### src/rtl/core/double_ended_stack_allocator_core_macros.svh
// Assertion macros shared by the allocator core.
// No dependencies; include by bare file name inside a module body.
`ifndef DOUBLE_ENDED_STACK_ALLOCATOR_CORE_MACROS_SVH
`define DOUBLE_ENDED_STACK_ALLOCATOR_CORE_MACROS_SVH

// Same-cycle implication, disabled while reset is asserted.
`define DESA_ASSERT_NOW(label, clk, rst_n, ante, cons, msg) \
    label: assert property (@(posedge clk) disable iff (!rst_n) (ante) |-> (cons)) \
        else $error(msg);

// Next-cycle implication, disabled while reset is asserted.
`define DESA_ASSERT_NEXT(label, clk, rst_n, ante, cons, msg) \
    label: assert property (@(posedge clk) disable iff (!rst_n) (ante) |=> (cons)) \
        else $error(msg);

`endif

### src/rtl/core/desa_pkg.sv
// Types and constants for the double-ended stack allocator core.
// No dependencies.
package desa_pkg;

    localparam int unsigned SZ_W   = 31;
    localparam int unsigned ADDR_W = 32;

    typedef enum logic [2:0] {
        KIND_PERM_ALLOC  = 3'd0,
        KIND_TEMP_ALLOC  = 3'd1,
        KIND_TEMP_FREE   = 3'd2,
        KIND_CLEAR_TEMPS = 3'd3,
        KIND_SET_MARK    = 3'd4,
        KIND_REWIND      = 3'd5,
        KIND_QUERY       = 3'd6,
        KIND_CLEAR_ALL   = 3'd7
    } t_kind;

    typedef enum logic [1:0] {
        ST_OK       = 2'd0,
        ST_NO_SPACE = 2'd1,
        ST_NOT_LAST = 2'd2
    } t_status;

    typedef enum logic [1:0] {
        PREF_ANY  = 2'd0,
        PREF_LOW  = 2'd1,
        PREF_HIGH = 2'd2
    } t_pref;

    // Register indexes on the configuration port
    localparam logic REG_TOTAL_SIZE   = 1'b0;
    localparam logic REG_BASE_ADDRESS = 1'b1;

    localparam logic [SZ_W-1:0] TOTAL_SIZE_RESET = 31'h0400_0000;

    // ends_swapped = 1: permanent end is the high end
    typedef struct packed {
        logic            ends_swapped;
        logic [SZ_W-1:0] low_mark;
        logic [SZ_W-1:0] low_perm;
        logic [SZ_W-1:0] low_temp;
        logic [SZ_W-1:0] low_hw;
        logic [SZ_W-1:0] high_mark;
        logic [SZ_W-1:0] high_perm;
        logic [SZ_W-1:0] high_temp;
        logic [SZ_W-1:0] high_hw;
    } t_state;

    typedef struct packed {
        t_status           status;
        logic [ADDR_W-1:0] granted;
    } t_result;

endpackage

### src/rtl/core/desa_exec.sv
// Single-pass operation logic: next allocator state and result for one item.
// Depends on desa_pkg.
module desa_exec
    import desa_pkg::*;
(
    input  t_state            i_state,
    input  t_kind             i_kind,
    input  logic [SZ_W-1:0]   i_req,
    input  logic [1:0]        i_pref,
    input  logic [ADDR_W-1:0] i_faddr,
    input  logic [SZ_W-1:0]   i_total,
    input  logic [ADDR_W-1:0] i_base,
    output t_state            o_state,
    output t_result           o_result
);

    logic              es;
    logic [SZ_W-1:0]   perm_p, perm_t, temp_t, hw_p, hw_t;
    logic signed [32:0] d_t, d_p;
    logic              can_swap, swapped_es, do_try, es1;
    logic [31:0]       size_p, size_t;
    logic [33:0]       need_p, need_t;
    logic              fit_p, fit_t;
    logic [SZ_W-1:0]   lp_new, hp_new;
    logic [SZ_W-1:0]   perm_p1, temp_t1, hw_t1, temp_new;
    logic [ADDR_W-1:0] start_addr;
    logic [SZ_W-1:0]   perm_t0, temp_t0, temp_free;
    logic [ADDR_W-1:0] hdr, expect_hdr;
    logic              free_bad;

    always_comb begin
        es     = i_state.ends_swapped;
        perm_p = es ? i_state.high_perm : i_state.low_perm;
        hw_p   = es ? i_state.high_hw   : i_state.low_hw;
        perm_t = es ? i_state.low_perm  : i_state.high_perm;
        temp_t = es ? i_state.low_temp  : i_state.high_temp;
        hw_t   = es ? i_state.low_hw    : i_state.high_hw;

        // Swap when the temp end is empty and has more unused high-water
        d_t        = $signed({2'b00, hw_t}) - $signed({2'b00, perm_t});
        d_p        = $signed({2'b00, hw_p}) - $signed({2'b00, perm_p});
        can_swap   = (temp_t == perm_t) && (d_t > d_p);
        swapped_es = can_swap ? ~es : es;

        do_try = (i_pref == PREF_ANY) || ((i_pref == PREF_HIGH) && !es)
              || ((i_pref == PREF_LOW) && es);
        if (i_kind == KIND_TEMP_ALLOC) begin
            es1 = swapped_es;
        end else if (i_kind == KIND_PERM_ALLOC && do_try) begin
            es1 = swapped_es;
        end else begin
            es1 = es;
        end

        size_p = ({1'b0, i_req} + 32'd31) & ~32'd31;
        size_t = ({1'b0, i_req} + 32'd11) & ~32'd3;

        // Permanent allocation on end es1
        need_p = {3'b000, i_state.low_temp} + {3'b000, i_state.high_temp}
               + {2'b00, size_p};
        fit_p  = need_p <= {3'b000, i_total};
        lp_new = i_state.low_perm + size_p[SZ_W-1:0];
        hp_new = i_state.high_perm + size_p[SZ_W-1:0];

        // Temporary allocation on end ~es1
        perm_p1  = es1 ? i_state.high_perm : i_state.low_perm;
        temp_t1  = es1 ? i_state.low_temp  : i_state.high_temp;
        hw_t1    = es1 ? i_state.low_hw    : i_state.high_hw;
        need_t   = {3'b000, perm_p1} + {3'b000, temp_t1} + {2'b00, size_t};
        fit_t    = need_t <= {3'b000, i_total};
        temp_new = temp_t1 + size_t[SZ_W-1:0];
        if (es1) begin
            start_addr = i_base + {1'b0, i_state.low_temp};
        end else begin
            start_addr = i_base + {1'b0, i_total} - {1'b0, temp_new};
        end

        // Free on temp end ~es, last block only
        perm_t0 = es ? i_state.low_perm : i_state.high_perm;
        temp_t0 = es ? i_state.low_temp : i_state.high_temp;
        hdr     = i_faddr - 32'd8;
        if (es) begin
            expect_hdr = i_base + {1'b0, i_state.low_temp} - size_t;
        end else begin
            expect_hdr = i_base + {1'b0, i_total} - {1'b0, i_state.high_temp};
        end
        free_bad  = (hdr != expect_hdr) || (temp_t0 < perm_t0)
                 || (size_t > {1'b0, temp_t0 - perm_t0});
        temp_free = temp_t0 - size_t[SZ_W-1:0];

        o_state          = i_state;
        o_result.status  = ST_OK;
        o_result.granted = '0;

        unique case (i_kind)
            KIND_PERM_ALLOC: begin
                o_state.ends_swapped = es1;
                if (!fit_p) begin
                    o_result.status = ST_NO_SPACE;
                end else if (!es1) begin
                    o_result.granted  = i_base + {1'b0, i_state.low_perm};
                    o_state.low_perm  = lp_new;
                    o_state.low_temp  = lp_new;
                end else begin
                    o_result.granted  = i_base + {1'b0, i_total} - {1'b0, hp_new};
                    o_state.high_perm = hp_new;
                    o_state.high_temp = hp_new;
                end
            end
            KIND_TEMP_ALLOC: begin
                o_state.ends_swapped = es1;
                if (!fit_t) begin
                    o_result.status = ST_NO_SPACE;
                end else begin
                    o_result.granted = start_addr + 32'd8;
                    if (es1) begin
                        o_state.low_temp = temp_new;
                        if (temp_new > hw_t1) o_state.low_hw = temp_new;
                    end else begin
                        o_state.high_temp = temp_new;
                        if (temp_new > hw_t1) o_state.high_hw = temp_new;
                    end
                end
            end
            KIND_TEMP_FREE: begin
                if (free_bad) begin
                    o_result.status = ST_NOT_LAST;
                end else if (es) begin
                    o_state.low_temp = temp_free;
                end else begin
                    o_state.high_temp = temp_free;
                end
            end
            KIND_CLEAR_TEMPS: begin
                if (es) o_state.low_temp  = i_state.low_perm;
                else    o_state.high_temp = i_state.high_perm;
            end
            KIND_SET_MARK: begin
                o_state.low_mark  = i_state.low_perm;
                o_state.high_mark = i_state.high_perm;
            end
            KIND_REWIND: begin
                o_state.low_perm  = i_state.low_mark;
                o_state.low_temp  = i_state.low_mark;
                o_state.high_perm = i_state.high_mark;
                o_state.high_temp = i_state.high_mark;
            end
            KIND_QUERY: begin
                o_state = i_state;
            end
            KIND_CLEAR_ALL: begin
                o_state = '0;
            end
        endcase
    end

endmodule

### src/rtl/core/double_ended_stack_allocator_core.sv
// Double-ended stack allocator core: top level with stream channels and APB registers.
// Depends on desa_pkg, desa_exec and double_ended_stack_allocator_core_macros.svh.
//
// Usage:
//  - Requests enter on the s_axis channel (kind in tuser), one result item
//    per request leaves on the m_axis channel (status in tuser).
//  - An accepted item lands in an input register; once the result register
//    is free or being emptied, the allocator logic runs in one pass, updates
//    the end pointers and loads the result register.
//  - Throughput is one item per cycle while the receiver takes results: the
//    single-pass update of the state registers sets the rate, and the next
//    item sees the updated state.
//  - bytes_remaining and marks_present are formed from the committed state,
//    which only moves when the result register is reloaded.
//  - When the receiver stalls, the result is held, the input register holds
//    one more item, and s_axis_tready drops.
//  - Synchronous reset clears all pointers, marks and the swap bit, sets
//    total_size to 64 MiB and base_address to zero, and empties both stages.
//  - Write total_size (offset 0) and base_address (offset 4) only while idle.
module double_ended_stack_allocator_core
    import desa_pkg::*;
(
    input  logic        i_clk,
    input  logic        i_rst_n,
    // APB configuration
    input  logic        psel,
    input  logic        penable,
    input  logic        pwrite,
    input  logic [2:0]  paddr,
    input  logic [31:0] pwdata,
    output logic [31:0] prdata,
    output logic        pready,
    // request stream
    input  logic        s_axis_tvalid,
    output logic        s_axis_tready,
    // [30:0] request_bytes, [32:31] end_preference, [64:33] free_address, [71:65] zero
    input  logic [71:0] s_axis_tdata,
    // [2:0] kind
    input  logic [2:0]  s_axis_tuser,
    // result stream
    output logic        m_axis_tvalid,
    input  logic        m_axis_tready,
    // [31:0] granted_address, [62:32] bytes_remaining, [63] marks_present
    output logic [63:0] m_axis_tdata,
    // [1:0] status
    output logic [1:0]  m_axis_tuser
);

    logic              r_in_vld, n_in_vld;
    t_kind             r_in_kind;
    logic [SZ_W-1:0]   r_in_req;
    logic [1:0]        r_in_pref;
    logic [ADDR_W-1:0] r_in_faddr;
    logic              r_out_vld, n_out_vld;
    t_result           r_out;
    t_state            r_state;
    logic [SZ_W-1:0]   r_total;
    logic [ADDR_W-1:0] r_base;

    t_state            n_state;
    t_result           n_out;
    logic              fire, in_take, cfg_wr;
    logic [SZ_W-1:0]   lo_used, hi_used, remaining;
    logic [SZ_W:0]     used;

    desa_exec u_exec (
        .i_state  (r_state),
        .i_kind   (r_in_kind),
        .i_req    (r_in_req),
        .i_pref   (r_in_pref),
        .i_faddr  (r_in_faddr),
        .i_total  (r_total),
        .i_base   (r_base),
        .o_state  (n_state),
        .o_result (n_out)
    );

    // Execute when the result slot is free or being emptied
    assign fire          = r_in_vld && (!r_out_vld || m_axis_tready);
    assign s_axis_tready = !r_in_vld || fire;
    assign in_take       = s_axis_tvalid && s_axis_tready;
    assign n_in_vld      = in_take || (r_in_vld && !fire);
    assign n_out_vld     = fire || (r_out_vld && !m_axis_tready);

    assign cfg_wr = psel && penable && pwrite;
    assign pready = 1'b1;

    always_comb begin
        unique case (paddr[2])
            REG_TOTAL_SIZE:   prdata = {1'b0, r_total};
            REG_BASE_ADDRESS: prdata = r_base;
        endcase
    end

    always_ff @(posedge i_clk) begin
        if (!i_rst_n) begin
            r_in_vld  <= 1'b0;
            r_out_vld <= 1'b0;
            r_state   <= '0;
            r_total   <= TOTAL_SIZE_RESET;
            r_base    <= '0;
        end else begin
            r_in_vld  <= n_in_vld;
            r_out_vld <= n_out_vld;
            if (fire) r_state <= n_state;
            if (cfg_wr) begin
                unique case (paddr[2])
                    REG_TOTAL_SIZE:   r_total <= pwdata[SZ_W-1:0];
                    REG_BASE_ADDRESS: r_base  <= pwdata;
                endcase
            end
        end
    end

    always_ff @(posedge i_clk) begin
        if (in_take) begin
            r_in_kind  <= t_kind'(s_axis_tuser);
            r_in_req   <= s_axis_tdata[30:0];
            r_in_pref  <= s_axis_tdata[32:31];
            r_in_faddr <= s_axis_tdata[64:33];
        end
        if (fire) r_out <= n_out;
    end

    // Space left after the item in the result register
    always_comb begin
        lo_used = (r_state.low_perm > r_state.low_temp) ? r_state.low_perm
                                                        : r_state.low_temp;
        hi_used = (r_state.high_perm > r_state.high_temp) ? r_state.high_perm
                                                          : r_state.high_temp;
        used    = {1'b0, lo_used} + {1'b0, hi_used};
        if (used >= {1'b0, r_total}) begin
            remaining = '0;
        end else begin
            remaining = r_total - used[SZ_W-1:0];
        end
    end

    assign m_axis_tvalid = r_out_vld;
    assign m_axis_tuser  = r_out.status;
    assign m_axis_tdata  = {(r_state.low_mark != '0) || (r_state.high_mark != '0),
                            remaining, r_out.granted};

    `include "double_ended_stack_allocator_core_macros.svh"

    `DESA_ASSERT_NEXT(a_clear_all_zeroes, i_clk, i_rst_n, fire && (r_in_kind == KIND_CLEAR_ALL), r_state == '0, "clear all left state behind")
    `DESA_ASSERT_NEXT(a_no_item_lost, i_clk, i_rst_n, r_in_vld && !fire, r_in_vld, "pending item dropped")
    `DESA_ASSERT_NOW(a_fail_no_grant, i_clk, i_rst_n, r_out_vld && (r_out.status != ST_OK), r_out.granted == '0, "address granted on a failed item")
    `DESA_ASSERT_NEXT(a_fail_keeps_perm, i_clk, i_rst_n, fire && (n_out.status != ST_OK), (r_state.low_perm == $past(r_state.low_perm)) && (r_state.high_perm == $past(r_state.high_perm)), "failed item moved permanent tops")

endmodule

### config.mk
export PLATFORM = sky130hd
export DESIGN_NAME = double_ended_stack_allocator_core
export DESIGN_NICKNAME = d
export VERILOG_FILES = /design/src/rtl/core/desa_pkg.sv /design/src/rtl/core/desa_exec.sv /design/src/rtl/core/double_ended_stack_allocator_core.sv
export VERILOG_INCLUDE_DIRS = /design/src /design/src/rtl/core
export SDC_FILE = /design/constraint.sdc
export NUM_CORES = 2
export LEC_CHECK = 0
export BUFFER_PORTS_ARGS = -buffer_cell sky130_fd_sc_hd__buf_2
export CAP_MARGIN = 10
export CORE_UTILIZATION = 30
export CTS_BUF_LIST = sky130_fd_sc_hd__clkbuf_16
export CTS_CLUSTER_DIAMETER = 80
export CTS_CLUSTER_SIZE = 24
export DETAILED_ROUTE_END_ITERATION = 8
export PLACE_DENSITY = 0.48
export SYNTH_ARGS = -nofsm -noshare
export SYNTH_HDL_FRONTEND = slang
export SYNTH_SLANG_ARGS = --single-unit
### constraint.sdc
create_clock -name i_clk -period 15.1 [get_ports i_clk]
set_input_delay 3.02 -clock i_clk [delete_from_list [all_inputs] [get_ports i_clk]]
set_output_delay 3.02 -clock i_clk [all_outputs]
set_load 0.02 [all_outputs]
==> results.md <==
* Clock root buffer: clkbuf_16
* Status: complete, but fails checks
* Nature of the critical path startpoint: flop
* Synth warn at 0
* Vias in the first global route at a little under 60000
* Clock buffer depth at 3
* Worst Hold Depth at 2
* VDD IR max at 105 uV
* Met3 GRT Util at approximately 6.4%
* H-tree levels at 2
* Slew headroom at 3.34%
* CP bufs+invs at 14
* Final core utilization at 36.6%
* Vias at 62700
* Crit. Startpoint: r_state[248]
* Grt met1 use at 40.1%
* First-pass GRT wire length at around 420 mm
* Post-layout min period at 14.53 ns
* Worst R2R Path Depth at 71
* GR met2 Demand/Resource at 46.2%
* Initial antenna violation count at 9
* Combinational power share at 58.2%
* CP max stage cell: o41a_1
* Min-delay src: r_total[30]
* Clk pwr share at about a fifth
* Nets at 9311
* CP most frequent cell: buf_6
* Failing checks: DRC
* FP Rows at 160
* Post-synth EDFFs at a little over 100
* Netlist cell types at between 100 and 150
* Pin count of the biggest net entering global routing at 95
* P_int at 3.21 mW
* Final RePlAce weighted congestion at 1.03
* WL/cell at 27.9 um
* Core area at 190000 um^2
* Worst Skew at 0.0741 ns
* Worst skew pair latency at 0.74 ns
* Final setup vio count at 0
* Worst path required time at 15.63 ns
* Leak pwr at 31.2 nW
* WHS Endpoint: r_total[30]
* Synth top area share at a little under a fifth
* Area of the mapped netlist at about 57000 um^2
* # IOs at 218
* Pwr/cell area at 86.5 nW/um^2
* PnR worst setup slack at 0.566 ns
* Die width at 439 um
* Yosys reg bits at about 420
* Largest stage delay on the critical path at 0.50 ns
* Delay-heaviest family, CP: compound AO/OA/AOI/OAI gates
* Leading area contributor after synthesis: ha_1
* Fill cells at 19900
* Dominant cells by area after synthesis: ha_1 18%, dfxtp_1 11%, xnor2_1 6.1%
* WS Path Type: flop to flop
* Detailed Routing Iterations Pass 1 at 8
* Hold_ws at between 0.4 and 0.5 ns
* Hold-fix buffers at CTS at 0
* Starting Density at a little under a third
* Switching Share at 46.7%
* Worst Max-Slew Pin Slew at about 1.4 ns
* Mapped Nets at 8464
* DIE AREA at slightly below 200000 um^2
* GRT busiest layer: met2
* Worst r2r dst: r_state[129]
* GRT Util Overall at 30.2%
* Worst min path class: flop to flop
* # port buffers at slightly above 200
* Critical path arrival at 15.06 ns
* Reg2Reg Setup Slack at 0.57 ns
* Grt total ovfl at 0
* Initial drt markers at 6672
* Final Hold Fails at 0
* Clock net sink count at 416
* Critical-path maximum fanout at 8
* Fin crit share at 96.3%
* Asr flop ratio synth at 0%
* CTS tree: built
* DRT antenna net count at 0
* Seq/Total Area, Yosys at 16.3%
* Die H at 439 um
* Sw Pwr at 2.81 mW
* Post-DP HPWL at 252 mm
* CP Capture Type: flop
* Area Overhead vs Synth at 21.4%
* Routed WL at roughly 300 mm
* Via/cell ratio at 5.76
* Clock-pin transition on the worst setup and hold timing paths at ~0.09 ns
* DRC Markers at 2
* Ys flop type: dfxtp_1
* Cts bufs inserted at 45
* Seq pwr share at 20.7%
* Post-place setup slack at -1.07 ns
* Layout cell share with drive strength beyond 1 at between 10% and 20%
* RR Startpoint: r_state[248]
* Mapped Cells at roughly 7500
* Max-slew violation count at 0
* Highest Clock Rate at ~0.069 GHz
* Post-Syn Area per Cell at 7.66 um^2
* Max cap viols at 0
## routing by layer
metal  up-vias  wire length, um
li1      29200                -
met1     30500           131000
met2      2588           129000
met3       420            27500
met4         8            16900
met5         -               57
## stage by stage
stage	total power, mW	TNS [ns]	cells	cell area (um^2)
3_3_place_gp	4.56	-145.79	10800	66900
3_5_place_dp	4.57	-145.12	10800	66900
6_report	6.02	0	10900	69600
2_1_floorplan	3.26	0	7485	57400
4_1_cts	5.89	0	10900	68900
5_1_grt	6.33	-2.21	10900	69600
## worst max-delay path by stage
stage	end	slack [ns]	depth (start not counted)
3_5_place_dp	r_state[129]	-1.07	77
6_report	r_state[129]	0.57	71
2_1_floorplan	r_state[156]	0.10	75
3_3_place_gp	r_state[125]	-1.05	73
5_1_grt	r_state[129]	-0.1	77
4_1_cts	r_state[134]	0.001	83
## layout make-up
type	count	area, um^2	share of cell area, %
multi-input cells	6448	46300	66.5
diodes	5	12.5	0.0180
clock inverters	38	473	0.679
repair buffers	1060	7820	11.2
clock buffers	45	1130	1.62
flip-flops and latches	416	9350	13.4
well taps	2511	3140	4.51
inverters	361	1360	1.96
## sequential cells by signal, indices dropped and copies added, names as in the netlist
signal and count:
r_in_kind 3, m_axis_tvalid 1, r_in_pref 2, r_state 249
r_in_faddr 32, r_total 31, m_axis_tdata 32, r_in_req 31
r_base 32, r_in_vld 1, m_axis_tuser 2
## logic make-up after synthesis
| logic type | Yosys count | share of synthesized area, % |
|---|---|---|
| flops | 416 | 16.3 |
| xor+xnor | 623 | 9.65 |
| compound gates | 2318 | 26.0 |
| fa+ha+maj | 862 | 19.1 |
| mux | 295 | 5.41 |
| other cells | 1 | 0.00654 |
| buf+inv | 621 | 4.18 |
| simple gates | 2349 | 19.3 |
## power by group through the flow
stage | registers (mW) | clock network (mW) | logic [mW]
CTS | 1.24 | 1.29 | 3.35
floorplan | 1.25 | 0 | 2.02
detailed placement | 1.27 | 0 | 3.31
global route | 1.25 | 1.32 | 3.76
global placement | 1.27 | 0 | 3.29
finish | 1.25 | 1.27 | 3.51
## Yosys cell counts, types with 50 or more instances
master,number
and3_1,73
o21bai_1,72
nand3_1,224
inv_1,358
nand4_1,91
nand2b_1,96
xor2_1,216
ha_1,843
a21oi_1,658
o211ai_1,54
edfxtp_1,102
a31oi_1,55
nor2_1,640
nor3_1,143
nand2_1,713
a22oi_1,117
a21o_1,245
o21ai_0,473
dfxtp_1,314
mux2i_1,178
clkbuf_1,205
o21a_1,102
xnor2_1,401
nor4_1,55
a211oi_1,114
nor2b_1,88
o22ai_1,50
o31ai_1,50
mux2_2,117
## cells in the final DEF (no fill, tap or decap), types with 87 or more instances in the layout
master	instances
mux2i_1	172
ha_1	834
buf_2	207
nand4_1	91
dfxtp_1	312
inv_1	354
nand3_1	218
a22oi_1	117
a21o_1	245
nand2b_1	96
a211oi_1	109
mux2_2	116
edfxtp_1	102
xnor2_1	398
nor3_1	139
nor2_1	628
a21oi_1	648
xor2_1	215
nand2_1	710
nor2b_1	87
o21ai_0	449
buf_4	814
o21a_1	100
## worst min-delay path: cells and delay by family, from the launching register on
| kind | cells | cell delay (ns) |
|---|---|---|
| DFF | 1 | 0.34 |
| AOI/OAI and AO/OA | 1 | 0.05 |
| and+or+nand+nor | 1 | 0.06 |
## what timing repair did
action,in CTS,in global routing
pin swaps,10,87
resized for setup,49,117
setup endpoints to repair,157,157
gates cloned,2,3
buffers inserted,9,31
(Power assumes the default switching activity.)
